$ cat config.mk
export PLATFORM = sky130hd
export DESIGN_NAME = imu_frame_parser_yaw_unwrap
export DESIGN_NICKNAME = d
export VERILOG_FILES = /design/src/sv/ifp_pkg.sv /design/src/sv/ifp_cell.sv /design/src/sv/ifp_unwrap.sv /design/src/sv/imu_frame_parser_yaw_unwrap.sv
export SDC_FILE = /design/constraint.sdc
export NUM_CORES = 1
export LEC_CHECK = 0
export BUFFER_PORTS_ARGS = -buffer_cell sky130_fd_sc_hd__buf_2
export CAP_MARGIN = 20
export CORE_MARGIN = 5
export CORE_UTILIZATION = 45
export DETAILED_ROUTE_END_ITERATION = 16
export PLACE_DENSITY_LB_ADDON = 0.12
export REMOVE_ABC_BUFFERS = 1
export SLEW_MARGIN = 20
export SYNTH_ARGS = -nofsm -noshare
export SYNTH_HDL_FRONTEND = slang
export SYNTH_SLANG_ARGS = --single-unit
$ cat constraint.sdc
create_clock -name clk -period 7.1 [get_ports clk]
set_clock_uncertainty 0.2 [all_clocks]
set_input_delay 2.13 -clock clk [delete_from_list [all_inputs] [get_ports clk]]
set_output_delay 2.13 -clock clk [all_outputs]
set_load 0.02 [all_outputs]
$ cat src/sv/ifp_pkg.sv
// ----------------------------------------------------------------------------
// ifp_pkg
// Shared types and constants for the imu frame parser with yaw unwrap.
// ----------------------------------------------------------------------------
`default_nettype none

package ifp_pkg;

    localparam int FRAME_LEN = 11;
    localparam int SUM_LEN = 10;
    localparam int SUM_HALF = 5;
    localparam int ID_IDX = 1;
    localparam int RAW_LO_IDX = 6;
    localparam int RAW_HI_IDX = 7;

    localparam logic [7:0] SYNC_BYTE = 8'h55;
    localparam logic [7:0] ID_RATE = 8'h52;
    localparam logic [7:0] ID_ANGLE = 8'h53;

    localparam logic KIND_RATE = 1'b0;
    localparam logic KIND_ANGLE = 1'b1;

    localparam logic signed [16:0] HALF_TURN_POS = 17'sd32768;
    localparam logic signed [16:0] HALF_TURN_NEG = -17'sd32768;
    localparam logic signed [15:0] TURN_MAX = 16'sh7FFF;
    localparam logic signed [15:0] TURN_MIN = 16'sh8000;

    typedef struct packed {
        logic       action;
        logic [7:0] data_byte;
        logic       block_start;
    } in_item_t;

    typedef struct packed {
        logic               frame_kind;
        logic signed [15:0] rate_raw;
        logic signed [15:0] angle_raw;
        logic signed [39:0] yaw_total;
        logic signed [15:0] turn_count;
    } out_item_t;

    typedef enum logic [1:0] {
        OP_RATE,
        OP_ANGLE,
        OP_ZERO
    } op_t;

    // work handed from the frame check to the unwrap stage
    typedef struct packed {
        op_t                op;
        logic signed [15:0] raw;
    } token_t;

endpackage

`default_nettype wire

$ cat src/sv/ifp_cell.sv
// ----------------------------------------------------------------------------
// ifp_cell
// One byte cell of the receive window: holds a byte and its valid flag and
// takes the neighbor's contents, or the new byte at the tail, on every shift.
// ----------------------------------------------------------------------------
`default_nettype none

module ifp_cell
    import ifp_pkg::*;
(
    input  wire logic       clk,
    input  wire logic       rst_n,
    input  wire logic       shift_en,
    input  wire logic [7:0] d_byte,
    input  wire logic       d_valid,
    output logic      [7:0] q_byte,
    output logic            q_valid
);

    logic [7:0] byte_reg;
    logic       valid_reg;

    always_ff @(posedge clk or negedge rst_n)
    begin
        if (!rst_n)
        begin
            valid_reg <= 1'b0;
        end
        else if (shift_en)
        begin
            valid_reg <= d_valid;
        end
    end

    always_ff @(posedge clk)
    begin
        if (shift_en)
        begin
            byte_reg <= d_byte;
        end
    end

    assign q_byte  = byte_reg;
    assign q_valid = valid_reg;

endmodule

`default_nettype wire

$ cat src/sv/ifp_unwrap.sv
// ----------------------------------------------------------------------------
// ifp_unwrap
// Yaw state: turn counter, last angle, zero offset and held rate, plus the
// result register toward the output channel.
// ----------------------------------------------------------------------------
`default_nettype none

module ifp_unwrap
    import ifp_pkg::*;
(
    input  wire logic      clk,
    input  wire logic      rst_n,
    input  wire logic      tok_valid,
    input  wire token_t    tok,
    output logic           tok_ready,
    output logic           res_valid,
    input  wire logic      res_stall,
    output out_item_t      res_item
);

    logic signed [15:0] prev_angle_reg, prev_angle_next;
    logic signed [15:0] turns_reg, turns_next;
    logic signed [33:0] offset_reg, offset_next;
    logic signed [15:0] held_rate_reg, held_rate_next;
    logic               res_valid_reg, res_valid_next;
    out_item_t          res_item_reg, res_item_next;

    logic               take;
    logic               load;
    logic               do_zero;
    logic signed [16:0] diff;
    logic signed [33:0] pos_next;

    function automatic logic signed [33:0] unwrap_pos(
        input logic signed [15:0] t,
        input logic signed [15:0] a
    );
        unwrap_pos = {{2{t[15]}}, t, 16'h0000} + {{18{a[15]}}, a};
    endfunction

    assign tok_ready = (tok.op == OP_ZERO) || !res_valid_reg || !res_stall;
    assign take      = tok_valid && tok_ready;
    assign load      = take && (tok.op != OP_ZERO);
    assign do_zero   = take && (tok.op == OP_ZERO);

    assign diff = {prev_angle_reg[15], prev_angle_reg} - {tok.raw[15], tok.raw};

    always_comb
    begin
        prev_angle_next = prev_angle_reg;
        turns_next      = turns_reg;
        offset_next     = offset_reg;
        held_rate_next  = held_rate_reg;

        if (load && tok.op == OP_RATE)
        begin
            held_rate_next = tok.raw;
        end

        if (load && tok.op == OP_ANGLE)
        begin
            prev_angle_next = tok.raw;
            if (diff > HALF_TURN_POS)
            begin
                if (turns_reg != TURN_MAX)
                begin
                    turns_next = turns_reg + 16'sd1;
                end
            end
            else if (diff < HALF_TURN_NEG)
            begin
                if (turns_reg != TURN_MIN)
                begin
                    turns_next = turns_reg - 16'sd1;
                end
            end
        end

        if (do_zero)
        begin
            offset_next = unwrap_pos(turns_reg, prev_angle_reg);
        end
    end

    assign pos_next = unwrap_pos(turns_next, prev_angle_next);

    always_comb
    begin
        res_item_next            = res_item_reg;
        res_item_next.frame_kind = (tok.op == OP_ANGLE) ? KIND_ANGLE : KIND_RATE;
        res_item_next.rate_raw   = held_rate_next;
        res_item_next.angle_raw  = prev_angle_next;
        res_item_next.yaw_total  = {{6{pos_next[33]}}, pos_next}
                                 - {{6{offset_reg[33]}}, offset_reg};
        res_item_next.turn_count = turns_next;

        if (load)
        begin
            res_valid_next = 1'b1;
        end
        else if (!res_stall)
        begin
            res_valid_next = 1'b0;
        end
        else
        begin
            res_valid_next = res_valid_reg;
        end
    end

    always_ff @(posedge clk or negedge rst_n)
    begin
        if (!rst_n)
        begin
            prev_angle_reg <= '0;
            turns_reg      <= '0;
            offset_reg     <= '0;
            held_rate_reg  <= '0;
            res_valid_reg  <= 1'b0;
        end
        else
        begin
            prev_angle_reg <= prev_angle_next;
            turns_reg      <= turns_next;
            offset_reg     <= offset_next;
            held_rate_reg  <= held_rate_next;
            res_valid_reg  <= res_valid_next;
        end
    end

    always_ff @(posedge clk)
    begin
        if (load)
        begin
            res_item_reg <= res_item_next;
        end
    end

    assign res_valid = res_valid_reg;
    assign res_item  = res_item_reg;

    // the turn counter never moves by more than one per transaction
    a_turn_step: assert property (@(posedge clk) disable iff (!rst_n)
        (turns_reg - $past(turns_reg) == 16'sd0) ||
        (turns_reg - $past(turns_reg) == 16'sd1) ||
        (turns_reg - $past(turns_reg) == -16'sd1))
        else $error("turn counter stepped by more than one");

    // a zero request leaves the angle state alone
    a_zero_keeps_state: assert property (@(posedge clk) disable iff (!rst_n)
        do_zero |=> ($stable(turns_reg) && $stable(prev_angle_reg)))
        else $error("zero request changed angle state");

    // a new result appears only after a frame token was taken
    a_result_source: assert property (@(posedge clk) disable iff (!rst_n)
        $rose(res_valid_reg) |-> $past(load))
        else $error("result without frame token");

endmodule

`default_nettype wire

$ cat src/sv/imu_frame_parser_yaw_unwrap.sv
// a result goes from the window cells through the check stage register into the result register
// throughput: one transaction per cycle while byte_stall is low; a zero request also takes one slot
// the stall path runs back from the result register through the check stage
// reset: asynchronous, clears the window valid flags, turns, angle, offset and rate
// no clearing pass after reset: the block takes input on the first cycle
// ----------------------------------------------------------------------------
// imu_frame_parser_yaw_unwrap
// Sliding 11-byte window of byte cells, checksum and id check stage, and the
// yaw unwrap stage with its result register.
// ----------------------------------------------------------------------------
`default_nettype none

module imu_frame_parser_yaw_unwrap
    import ifp_pkg::*;
(
    input  wire logic      clk,
    input  wire logic      rst_n,
    input  wire logic      byte_valid,
    output logic           byte_stall,
    input  wire in_item_t  byte_item,
    output logic           res_valid,
    input  wire logic      res_stall,
    output out_item_t      res_item
);

    logic [7:0] cell_byte  [FRAME_LEN];
    logic       cell_valid [FRAME_LEN];
    logic [7:0] link_byte  [FRAME_LEN];
    logic       link_valid [FRAME_LEN];

    logic       accept;
    logic       shift_en;

    logic       s1_valid_reg, s1_valid_next;
    logic       s1_zero_reg, s1_zero_next;
    logic       s2_valid_reg, s2_valid_next;
    token_t     s2_tok_reg, s2_tok_next;

    logic [7:0] sum_lo;
    logic [7:0] sum_hi;
    logic [7:0] sum;
    logic       hit;
    logic       s1_need;
    logic       s1_free;
    logic       s2_free;
    logic       tok_ready;

    assign accept   = byte_valid && !byte_stall;
    assign shift_en = accept && !byte_item.action;

    genvar i;
    generate
        for (i = 0; i < FRAME_LEN; i++)
        begin : g_cell
            if (i == FRAME_LEN - 1)
            begin : g_tail
                assign link_byte[i]  = byte_item.data_byte;
                assign link_valid[i] = 1'b1;
            end
            else
            begin : g_body
                // block start drops every older byte
                assign link_byte[i]  = cell_byte[i + 1];
                assign link_valid[i] = cell_valid[i + 1] && !byte_item.block_start;
            end

            ifp_cell u_cell (
                .clk      (clk),
                .rst_n    (rst_n),
                .shift_en (shift_en),
                .d_byte   (link_byte[i]),
                .d_valid  (link_valid[i]),
                .q_byte   (cell_byte[i]),
                .q_valid  (cell_valid[i])
            );
        end
    endgenerate

    always_comb
    begin
        sum_lo = 8'h00;
        sum_hi = 8'h00;
        for (int k = 0; k < SUM_HALF; k++)
        begin
            sum_lo = sum_lo + cell_byte[k];
            sum_hi = sum_hi + cell_byte[k + SUM_HALF];
        end
        sum = sum_lo + sum_hi;
    end

    assign hit = cell_valid[0]
              && (cell_byte[0] == SYNC_BYTE)
              && (cell_byte[FRAME_LEN - 1] == sum)
              && ((cell_byte[ID_IDX] == ID_RATE) || (cell_byte[ID_IDX] == ID_ANGLE));

    assign s1_need    = s1_valid_reg && (s1_zero_reg || hit);
    assign s2_free    = !s2_valid_reg || tok_ready;
    assign s1_free    = !s1_need || s2_free;
    assign byte_stall = !s1_free;

    always_comb
    begin
        s1_valid_next = s1_valid_reg;
        s1_zero_next  = s1_zero_reg;
        if (accept)
        begin
            s1_valid_next = 1'b1;
            s1_zero_next  = byte_item.action;
        end
        else if (s1_free)
        begin
            s1_valid_next = 1'b0;
        end

        s2_valid_next = s2_valid_reg;
        s2_tok_next   = s2_tok_reg;
        if (s2_free)
        begin
            s2_valid_next = s1_need;
            if (s1_zero_reg)
            begin
                s2_tok_next.op = OP_ZERO;
            end
            else if (cell_byte[ID_IDX] == ID_RATE)
            begin
                s2_tok_next.op = OP_RATE;
            end
            else
            begin
                s2_tok_next.op = OP_ANGLE;
            end
            s2_tok_next.raw = {cell_byte[RAW_HI_IDX], cell_byte[RAW_LO_IDX]};
        end
    end

    always_ff @(posedge clk or negedge rst_n)
    begin
        if (!rst_n)
        begin
            s1_valid_reg <= 1'b0;
            s2_valid_reg <= 1'b0;
        end
        else
        begin
            s1_valid_reg <= s1_valid_next;
            s2_valid_reg <= s2_valid_next;
        end
    end

    always_ff @(posedge clk)
    begin
        s1_zero_reg <= s1_zero_next;
        s2_tok_reg  <= s2_tok_next;
    end

    ifp_unwrap u_unwrap (
        .clk       (clk),
        .rst_n     (rst_n),
        .tok_valid (s2_valid_reg),
        .tok       (s2_tok_reg),
        .tok_ready (tok_ready),
        .res_valid (res_valid),
        .res_stall (res_stall),
        .res_item  (res_item)
    );

endmodule

`default_nettype wire
==> results of run 1 <==
logic make-up after synthesis:
family / Yosys count / synth area share, %
multiplexers: 29 / 2.12
AND/OR/NAND/NOR: 261 / 8.68
flip-flops: 285 / 52.9
XOR/XNOR: 83 / 4.76
adder cells (fa/ha/maj): 163 / 16.8
AO/OA/AOI/OAI: 257 / 10.6
buffers and inverters: 162 / 4.15
per-stage QoR:
| stage | setup WS, ns | hold WS [ns] | power [W] | cells | utilization (%) |
|---|---|---|---|---|---|
| finish | -0.652 | 0.255 | 0.00767 | 1884 | 53.1 |
| global route | -0.909 | 0.264 | 0.00834 | 1884 | 53.1 |
| CTS | -0.872 | 0.254 | 0.00765 | 1878 | 52.8 |
| detailed placement | -0.393 | 0.238 | 0.00601 | 1818 | 49.7 |
| global placement | -0.377 | 0.239 | 0.00595 | 1818 | 49.7 |
| floorplan | -0.420 | 0.226 | 0.00510 | 1213 | - |
worst register-to-register path, delay by kind of cell (launching register included):
family	cells	cell delay [ns]
compound gates	13	2.56
xor+xnor	2	0.27
fa+ha+maj	4	1.33
buf+inv	5	0.77
flops	1	0.45
simple gates	3	0.79
how the worst min path moves through the flow:
stage / from / end / slack [ns] / cells past startpoint
6_report: g_cell[9].u_cell.q_byte[6]$_DFFE_PP_ / g_cell[8].u_cell.q_byte[6]$_DFFE_PP_ / 0.26 / 0
5_1_grt: g_cell[2].u_cell.q_byte[0]$_DFFE_PP_ / g_cell[1].u_cell.q_byte[0]$_DFFE_PP_ / 0.26 / 0
4_1_cts: g_cell[2].u_cell.q_byte[0]$_DFFE_PP_ / g_cell[1].u_cell.q_byte[0]$_DFFE_PP_ / 0.25 / 0
3_5_place_dp: g_cell[2].u_cell.q_byte[0]$_DFFE_PP_ / g_cell[1].u_cell.q_byte[0]$_DFFE_PP_ / 0.24 / 0
3_3_place_gp: g_cell[2].u_cell.q_byte[0]$_DFFE_PP_ / g_cell[1].u_cell.q_byte[0]$_DFFE_PP_ / 0.24 / 0
2_1_floorplan: g_cell[10].u_cell.q_valid$_DFFE_PN0P_ / g_cell[10].u_cell.q_valid$_DFFE_PN0P_ / 0.23 / 1
layer usage:
layer / routed length [µm] / part of all wire, % / vias to the layer above
met1: 14700 / 48 / 4601
met4: 713 / 2.3 / 0
met2: 13800 / 45 / 166
li1: - / - / 4745
met3: 1210 / 4.0 / 42
met5: 0 / 0 / -
cells in the mapped netlist (12+ instances only):
| cell type | number |
|---|---|
| sky130_fd_sc_hd__nand2b_1 | 12 |
| sky130_fd_sc_hd__xor2_1 | 27 |
| sky130_fd_sc_hd__a211oi_1 | 13 |
| sky130_fd_sc_hd__dfrtp_1 | 95 |
| sky130_fd_sc_hd__nand2_1 | 75 |
| sky130_fd_sc_hd__mux2_2 | 27 |
| sky130_fd_sc_hd__nor2b_1 | 19 |
| sky130_fd_sc_hd__o21ai_0 | 81 |
| sky130_fd_sc_hd__o21a_1 | 14 |
| sky130_fd_sc_hd__and3_1 | 18 |
| sky130_fd_sc_hd__edfxtp_1 | 190 |
| sky130_fd_sc_hd__fa_1 | 70 |
| sky130_fd_sc_hd__a31oi_1 | 13 |
| sky130_fd_sc_hd__nor2_1 | 61 |
| sky130_fd_sc_hd__a21oi_1 | 67 |
| sky130_fd_sc_hd__ha_1 | 93 |
| sky130_fd_sc_hd__clkbuf_1 | 18 |
| sky130_fd_sc_hd__inv_1 | 135 |
| sky130_fd_sc_hd__a21o_1 | 12 |
| sky130_fd_sc_hd__xnor2_1 | 56 |
layout make-up:
class / instances / area, µm²
Inverter: 135 / 508
Timing Repair Buffer: 165 / 1020
Tap cell: 448 / 561
Clock inverter: 17 / 159
Fill cell: 2954 / 15700
Clock buffer: 41 / 823
Multi-Input combinational cell: 793 / 6640
Sequential cell: 285 / 8080
repair_timing:
action                     CTS  global route
resized for setup            5            11
hold endpoints to repair     0             0
setup endpoints to repair    1             6
setup buffers                2             6
pin swaps                   13            17
hold buffers                 0             0
where the power goes:
| group | switching (W) | internal, W | leakage [nW] |
|---|---|---|---|
| Sequential | 0.000153 | 0.00223 | 3.00 |
| Clock | 0.000657 | 0.000891 | 0.477 |
| Combinational | 0.00209 | 0.00166 | 4.12 |
==> qor.tcl, run 1 <==
set qor(layout_worst_path_cycle_share_pct) 109
set qor(clk_pin_slew_worst_paths_ns) 0.06
set qor(synthArstFlopShare_pct) 33.3
set qor(cts_max_level) 1
set qor(synthCells) 1240
set qor(cp_data_arrival_time_ns) 5.42
set qor(placement_rows) 67
set qor(synth-edff-count) 190
set qor(detailedRoute.firstPassIterationCount) 5
set qor(detailroute.via_count) 9554
set qor(cp_top_family) {adder cells}
set qor(port_buffers) 104
set qor(number_of_synthesized_register_bits) 285
set qor(crit_path_start_kind) {flip-flop}
set qor(reg2reg_to) {u_unwrap.res_item[48]$_DFFE_PP_}
set qor(achievable-frequency_mhz) 129
set qor(grt_setup_unrepaired) {true}
set qor(synth.lib_cells_used.distinct) 64
set qor(drcViolationCount) 0
set qor(synthDominantCellAreaShare_pct) 37.4
set qor(fp.dieArea_mm2) 0.0377
set qor(largest_reg_flops) 88
set qor(globalplace.congestion) 0.870
set qor(avgSynthCellArea_um2) 12.3
set qor(timing.critical_path.from) {g_cell[0].u_cell.q_byte[2]$_DFFE_PP_}
set qor(report.final.setup_viol) 1
set qor(cp.buffers_inverters) 4
set qor(clk_root_buffer_cell) {sky130_fd_sc_hd__clkbuf_16}
set qor(synth_seq_area_share_pct) 52.9
set qor(post-dp-hpwl_mm) 22.8
set qor(worst-path-max-fanout) 4
set qor(design.final.nets) 1588
set qor(cpMaxStageDelayCell) {sky130_fd_sc_hd__fa_1}
set qor(status) {complete, but fails checks}
set qor(drtIter0Drc) 485
set qor(crit_top_cell) {sky130_fd_sc_hd__fa_1}
set qor(num_io_pins) 105
set qor(cts_tree) {done}
set qor(grt.total_usage_pct) 16.4
set qor(cts_num_sinks) 285
set qor(die_extent_in_x_um) 194
set qor(crit_required_ns) 4.77
set qor(holdCritPathClass) {flip-flop to flip-flop}
set qor(synth_area_leader_cell) {sky130_fd_sc_hd__edfxtp_1}
set qor(postLayoutCellArea_mm2) 0.0178
set qor(diodes) 0
set qor(timing.critical_path.to_type) {output port}
set qor(layout.cells.most_common) {sky130_fd_sc_hd__edfxtp_1}
set qor(finalMaxSlewViolations) 0
set qor(final.min_clock_period_ns) 7.75
set qor(fin_tns_setup_ns) -0.652
set qor(power_density_mw_per_mm2) 431
set qor(placement.cell_area_mm2) 0.0167
set qor(reg2reg_slack_ns) 0.48
set qor(worstSetupPathType) {flip-flop to output port}
set qor(die_y_um) 194
set qor(wire_length_per_cell_after_detailed_routing_um) 16.1
set qor(initial_utilization_pct) 45.5
set qor(worst_r2r_path_depth) 27
set qor(setup_ws_ns) -0.652
set qor(grt_busiest_layer) {met2}
set qor(timing.slew.headroom_pct) 29.3
set qor(cts_made_buffers) 31
set qor(globalRouteMet1Util_pct) 24.2
set qor(initial_antenna_violation_count) 0
set qor(reg2reg_from) {s2_tok_reg[0]$_DFFE_PP_}
set qor(worstSkewPairLatency_ns) 0.57
set qor(crit_path_cell_trace) {fa_1, inv_2, fa_1, fa_1, fa_1, inv_1, fa_1, inv_1, fa_1, xnor2_1, nor4b_2, nand4_1, nor3_2, a31oi_4, nor3_4, buf_6}
set qor(static-leakage-power_nw) 7.60
set qor(layout_common_cells) {sky130_fd_sc_hd__edfxtp_1 (190), sky130_fd_sc_hd__inv_1 (132), sky130_fd_sc_hd__buf_2 (102)}
set qor(grt_use_met3_pct) 2.48
set qor(critical_path.endpoint) {byte_stall}
set qor(vdd_ir_max_mv) 0.382
set qor(grt_start_max_net_pins) 84
set qor(number_of_antenna_violating_nets_in_the_routed_design) 0
set qor(max-cap-violations) 0
set qor(groute.layer.met2.usage_pct) 25.9
set qor(wire_length_of_the_first_global_routing_pass_mm) 51.5
set qor(postSynth.topFlopCell) {sky130_fd_sc_hd__edfxtp_1}
set qor(worst-slew-pin-transition_ns) 1.06
set qor(cp_peak_stage_delay_ns) 0.58
set qor(post_synth_instance_area_mm2) 0.0153
set qor(synthToLayoutAreaGrowth_pct) 16.5
set qor(critical_path_depth_in_cells) 16
set qor(fp.coreArea_mm2) 0.0335
set qor(yosys-top-cells-area) {sky130_fd_sc_hd__edfxtp_1 (37%), sky130_fd_sc_hd__dfrtp_1 (16%), sky130_fd_sc_hd__fa_1 (9.2%)}
set qor(clk_path_buf_depth) 3
set qor(totalWireLength_mm) 30.4
set qor(overflow) 0
set qor(timing.final.hold_violations) 0
set qor(first_global_vias) 9797
set qor(post_drt_via_cell_ratio) 5.07
set qor(final_layout_size_suffix_gt1_share_pct) 18.5
set qor(violations) {negative setup slack}
set qor(synth.yosys.warnings) 0
No activity file was read; power rests on OpenSTA's default activity.
==> run 2: changes to the inputs <==
- SYNTH_HIERARCHICAL: default -> 1
==> run 2 against run 1 <==
Against the previous run:
- the flow still finishes with violations (negative setup slack)
- wire length increased by 9.3%
- critical path depth decreased by 1
- critical endpoint unchanged
- hold slack got worse by 0.0049 ns
- power grew 11%
- register-to-register slack gained 0.12 ns
- fmax up 4.5%
- sequential cell count unchanged
- clock power increased by 14%
- via count rose by 4.1%
- highest routed layer unchanged
- die area rose by 5.5%
==> qor.tcl, run 2 <==
set qor(wire_length_per_cell_after_detailed_routing_um) 17.2
set qor(crit_required_ns) 4.77
set qor(wire_length_of_the_first_global_routing_pass_mm) 54.3
set qor(finalMaxSlewViolations) 0
set qor(clk_path_buf_depth) 3
set qor(timing.critical_path.from) {g_cell[3].u_cell/q_byte[2]$_DFFE_PP_}
set qor(post-dp-hpwl_mm) 25.0
set qor(reg2reg_slack_ns) 0.60
set qor(grt.total_usage_pct) 17.2
set qor(detailroute.via_count) 9950
set qor(status) {complete, but fails checks}
set qor(report.final.setup_viol) 1
set qor(numPlacedInstances) 1864
set qor(timing.critical_path.to_type) {output port}
set qor(synth_area_leader_cell) {sky130_fd_sc_hd__edfxtp_1}
set qor(violations) {negative setup slack}
set qor(avgSynthCellArea_um2) 12.3
set qor(drcViolationCount) 0
set qor(fin_tns_setup_ns) -0.317
set qor(die_y_um) 200
set qor(largest_reg_flops) 88
set qor(final_layout_size_suffix_gt1_share_pct) 19.1
set qor(initial_utilization_pct) 45.6
set qor(hold_path.startpoint) {g_cell[9].u_cell/q_byte[0]$_DFFE_PP_}
set qor(clk_root_buffer_cell) {sky130_fd_sc_hd__clkbuf_16}
set qor(achievable-frequency_mhz) 135
set qor(power.share.switching_pct) 38.5
set qor(power_switching_w) 0.00327
set qor(yosys-top-cells-area) {sky130_fd_sc_hd__edfxtp_1 (35%), sky130_fd_sc_hd__dfrtp_1 (15%), sky130_fd_sc_hd__fa_1 (8.7%)}
set qor(number_of_antenna_violating_nets_in_the_routed_design) 0
set qor(p_seq_share_pct) 28.8
set qor(post_drt_via_cell_ratio) 5.16
set qor(crit_path_start_kind) {flip-flop}
set qor(layout_worst_path_cycle_share_pct) 104
set qor(globalplace.congestion) 0.862
set qor(totalWireLength_mm) 33.2
set qor(layout_common_cells) {sky130_fd_sc_hd__edfxtp_1 (190), sky130_fd_sc_hd__inv_1 (146), sky130_fd_sc_hd__buf_2 (102)}
set qor(max-cap-violations) 0
set qor(grt_start_max_net_pins) 81
set qor(share_comb_of_total_power_pct) 50.4
set qor(post_synth_instance_area_mm2) 0.0162
set qor(cts_max_level) 2
set qor(power_report.internal_total_w) 0.00522
set qor(worstSkewPairLatency_ns) 0.54
set qor(worst_r2r_path_depth) 22
set qor(post-place-ws_ns) 0.0720
set qor(die_extent_in_x_um) 200
set qor(detailedRoute.firstPassIterationCount) 7
set qor(postSynth.topFlopCell) {sky130_fd_sc_hd__edfxtp_1}
set qor(reg2reg_from) {s2_tok_reg[0]$_DFFE_PP_}
set qor(synthDominantCellAreaShare_pct) 35.3
set qor(num_io_pins) 105
set qor(design.final.nets) 1619
set qor(cts_num_sinks) 285
set qor(setup_ws_ns) -0.317
set qor(clk_pin_slew_worst_paths_ns) 0.06
set qor(holdWs_ns) 0.250
set qor(cp_data_arrival_time_ns) 5.09
set qor(synth.most_common_cell) {sky130_fd_sc_hd__edfxtp_1}
set qor(holdCritPathClass) {flip-flop to flip-flop}
set qor(grt_setup_unrepaired) {true}
set qor(diodes) 0
set qor(synth.lib_cells_used.distinct) 104
set qor(drtIter0Drc) 446
set qor(port_buffers) 104
set qor(first_global_vias) 10100
set qor(synth.yosys.warnings) 6
set qor(synth_seq_area_share_pct) 50.0
set qor(worst-slew-pin-transition_ns) 1.07
set qor(synthArstFlopShare_pct) 33.3
set qor(timing.hold.worst_path_depth) 0
set qor(worstSetupPathType) {flip-flop to output port}
set qor(static-leakage-power_nw) 7.79
set qor(synthToLayoutAreaGrowth_pct) 14.6
set qor(final_cell_count_no_fill) 1929
set qor(initial_antenna_violation_count) 0
set qor(power_density_mw_per_mm2) 459
set qor(cts_tree) {done}
set qor(overflow) 0
set qor(placement_rows) 69
set qor(timing.slew.headroom_pct) 28.9
set qor(fp.coreArea_mm2) 0.0355
set qor(fp.dieArea_mm2) 0.0398
set qor(cts_made_buffers) 34
set qor(worst-path-max-fanout) 2
set qor(clockPowerShare_pct) 20.8
set qor(final.min_clock_period_ns) 7.42
set qor(timing.final.hold_violations) 0
set qor(synthCells) 1313
set qor(number_of_synthesized_register_bits) 285
set qor(synth-edff-count) 190
set qor(vdd_ir_max_mv) 0.272
set qor(layout.cells.most_common) {sky130_fd_sc_hd__edfxtp_1}
set qor(post_synth_most_frequent_cells) {sky130_fd_sc_hd__edfxtp_1 (190), sky130_fd_sc_hd__inv_1 (146), sky130_fd_sc_hd__dfrtp_1 (95)}
[run 2: cell types whose count changed after synthesis, sizes merged, moves of 8 or more]
cell	previous run	this run
o21ai	82	61
a21o	12	21
mux2	27	42
nor3	11	24
a21oi	67	53
nand3	11	33
nor2b	19	27
inv	135	146
[run 2: cell type report]
cell class              instances  area [µm²]
repair buffers                125         712
fillers                      3123       17000
well taps                     461         577
flip-flops and latches        285        8080
clock buffers                  45         933
inverters                     146         548
clock inverters                17         214
multi-input cells             850        7460
[run 2: worst max-delay path, stage by stage, from the launching register on]
cell and delay [ns]:
sky130_fd_sc_hd__edfxtp_1 0.42, sky130_fd_sc_hd__fa_1 0.55, sky130_fd_sc_hd__inv_1 0.05, sky130_fd_sc_hd__fa_1 0.47
sky130_fd_sc_hd__fa_1 0.50, sky130_fd_sc_hd__fa_1 0.50, sky130_fd_sc_hd__inv_1 0.05, sky130_fd_sc_hd__fa_1 0.51
sky130_fd_sc_hd__inv_1 0.06, sky130_fd_sc_hd__fa_2 0.54, sky130_fd_sc_hd__xnor2_1 0.08, sky130_fd_sc_hd__nor3_1 0.19
sky130_fd_sc_hd__and4bb_2 0.28, sky130_fd_sc_hd__o2111ai_2 0.14, sky130_fd_sc_hd__nand2_1 0.10, sky130_fd_sc_hd__buf_6 0.11
[run 2: through the flow]
step	total power, W	utilization (%)	cell area (µm²)
global route	0.00924	52.2	18500
detailed placement	0.00663	48.7	17300
CTS	0.00854	52.1	18500
floorplan	0.00570	-	16000
global placement	0.00658	48.7	17300
finish	0.00849	52.2	18500
[run 2: path summary, 6_finish.rpt]
path / end
max: byte_stall
min: g_cell[8].u_cell/q_byte[0]$_DFFE_PP_
max reg2reg: u_unwrap/res_item[49]$_DFFE_PP_
min reg2reg: g_cell[8].u_cell/q_byte[0]$_DFFE_PP_
max in group asynchronous: u_unwrap/offset_reg[1]$_DFFE_PN0P_
min in group asynchronous: u_unwrap/offset_reg[31]$_DFFE_PN0P_
[run 2: logic make-up (layout without fill, tap and decap cells)]
logic type / after synthesis / count (layout) / share of synthesized area, %
compound gates: 240 / 240 / 10.9
xor+xnor: 85 / 85 / 4.74
fa+ha+maj: 163 / 163 / 15.9
buf+inv: 178 / 333 / 4.47
flops: 285 / 285 / 50.0
mux: 46 / 46 / 3.43
other cells: 1 / 1 / 0.0232
simple gates: 315 / 315 / 10.6
[run 2: power groups by stage]
stage          clock network (W)  registers, W  logic, W
2_1_floorplan                  0       0.00263   0.00307
3_3_place_gp                   0       0.00247   0.00411
3_5_place_dp                   0       0.00248   0.00415
4_1_cts                  0.00182       0.00245   0.00427
5_1_grt                  0.00189       0.00249   0.00486
6_report                 0.00177       0.00245   0.00428
[run 2: repair_timing]
action,in CTS,in global routing
pin swaps,5,8
setup endpoints to repair,1,1
resized for setup,12,4
hold buffers,0,0
setup buffers,1,2
endpoints found under the hold margin,0,0
[run 2: routing by layer]
metal | wire length (µm) | vias to the layer above | GRT usage, % | part of all wire (%)
li1 | - | 4948 | - | -
met3 | 1280 | 43 | 2.51 | 3.9
met1 | 16100 | 4801 | 25.0 | 48
met4 | 615 | 0 | 5.16 | 1.9
met2 | 15300 | 158 | 27.1 | 46
met5 | 0 | - | 0 | 0
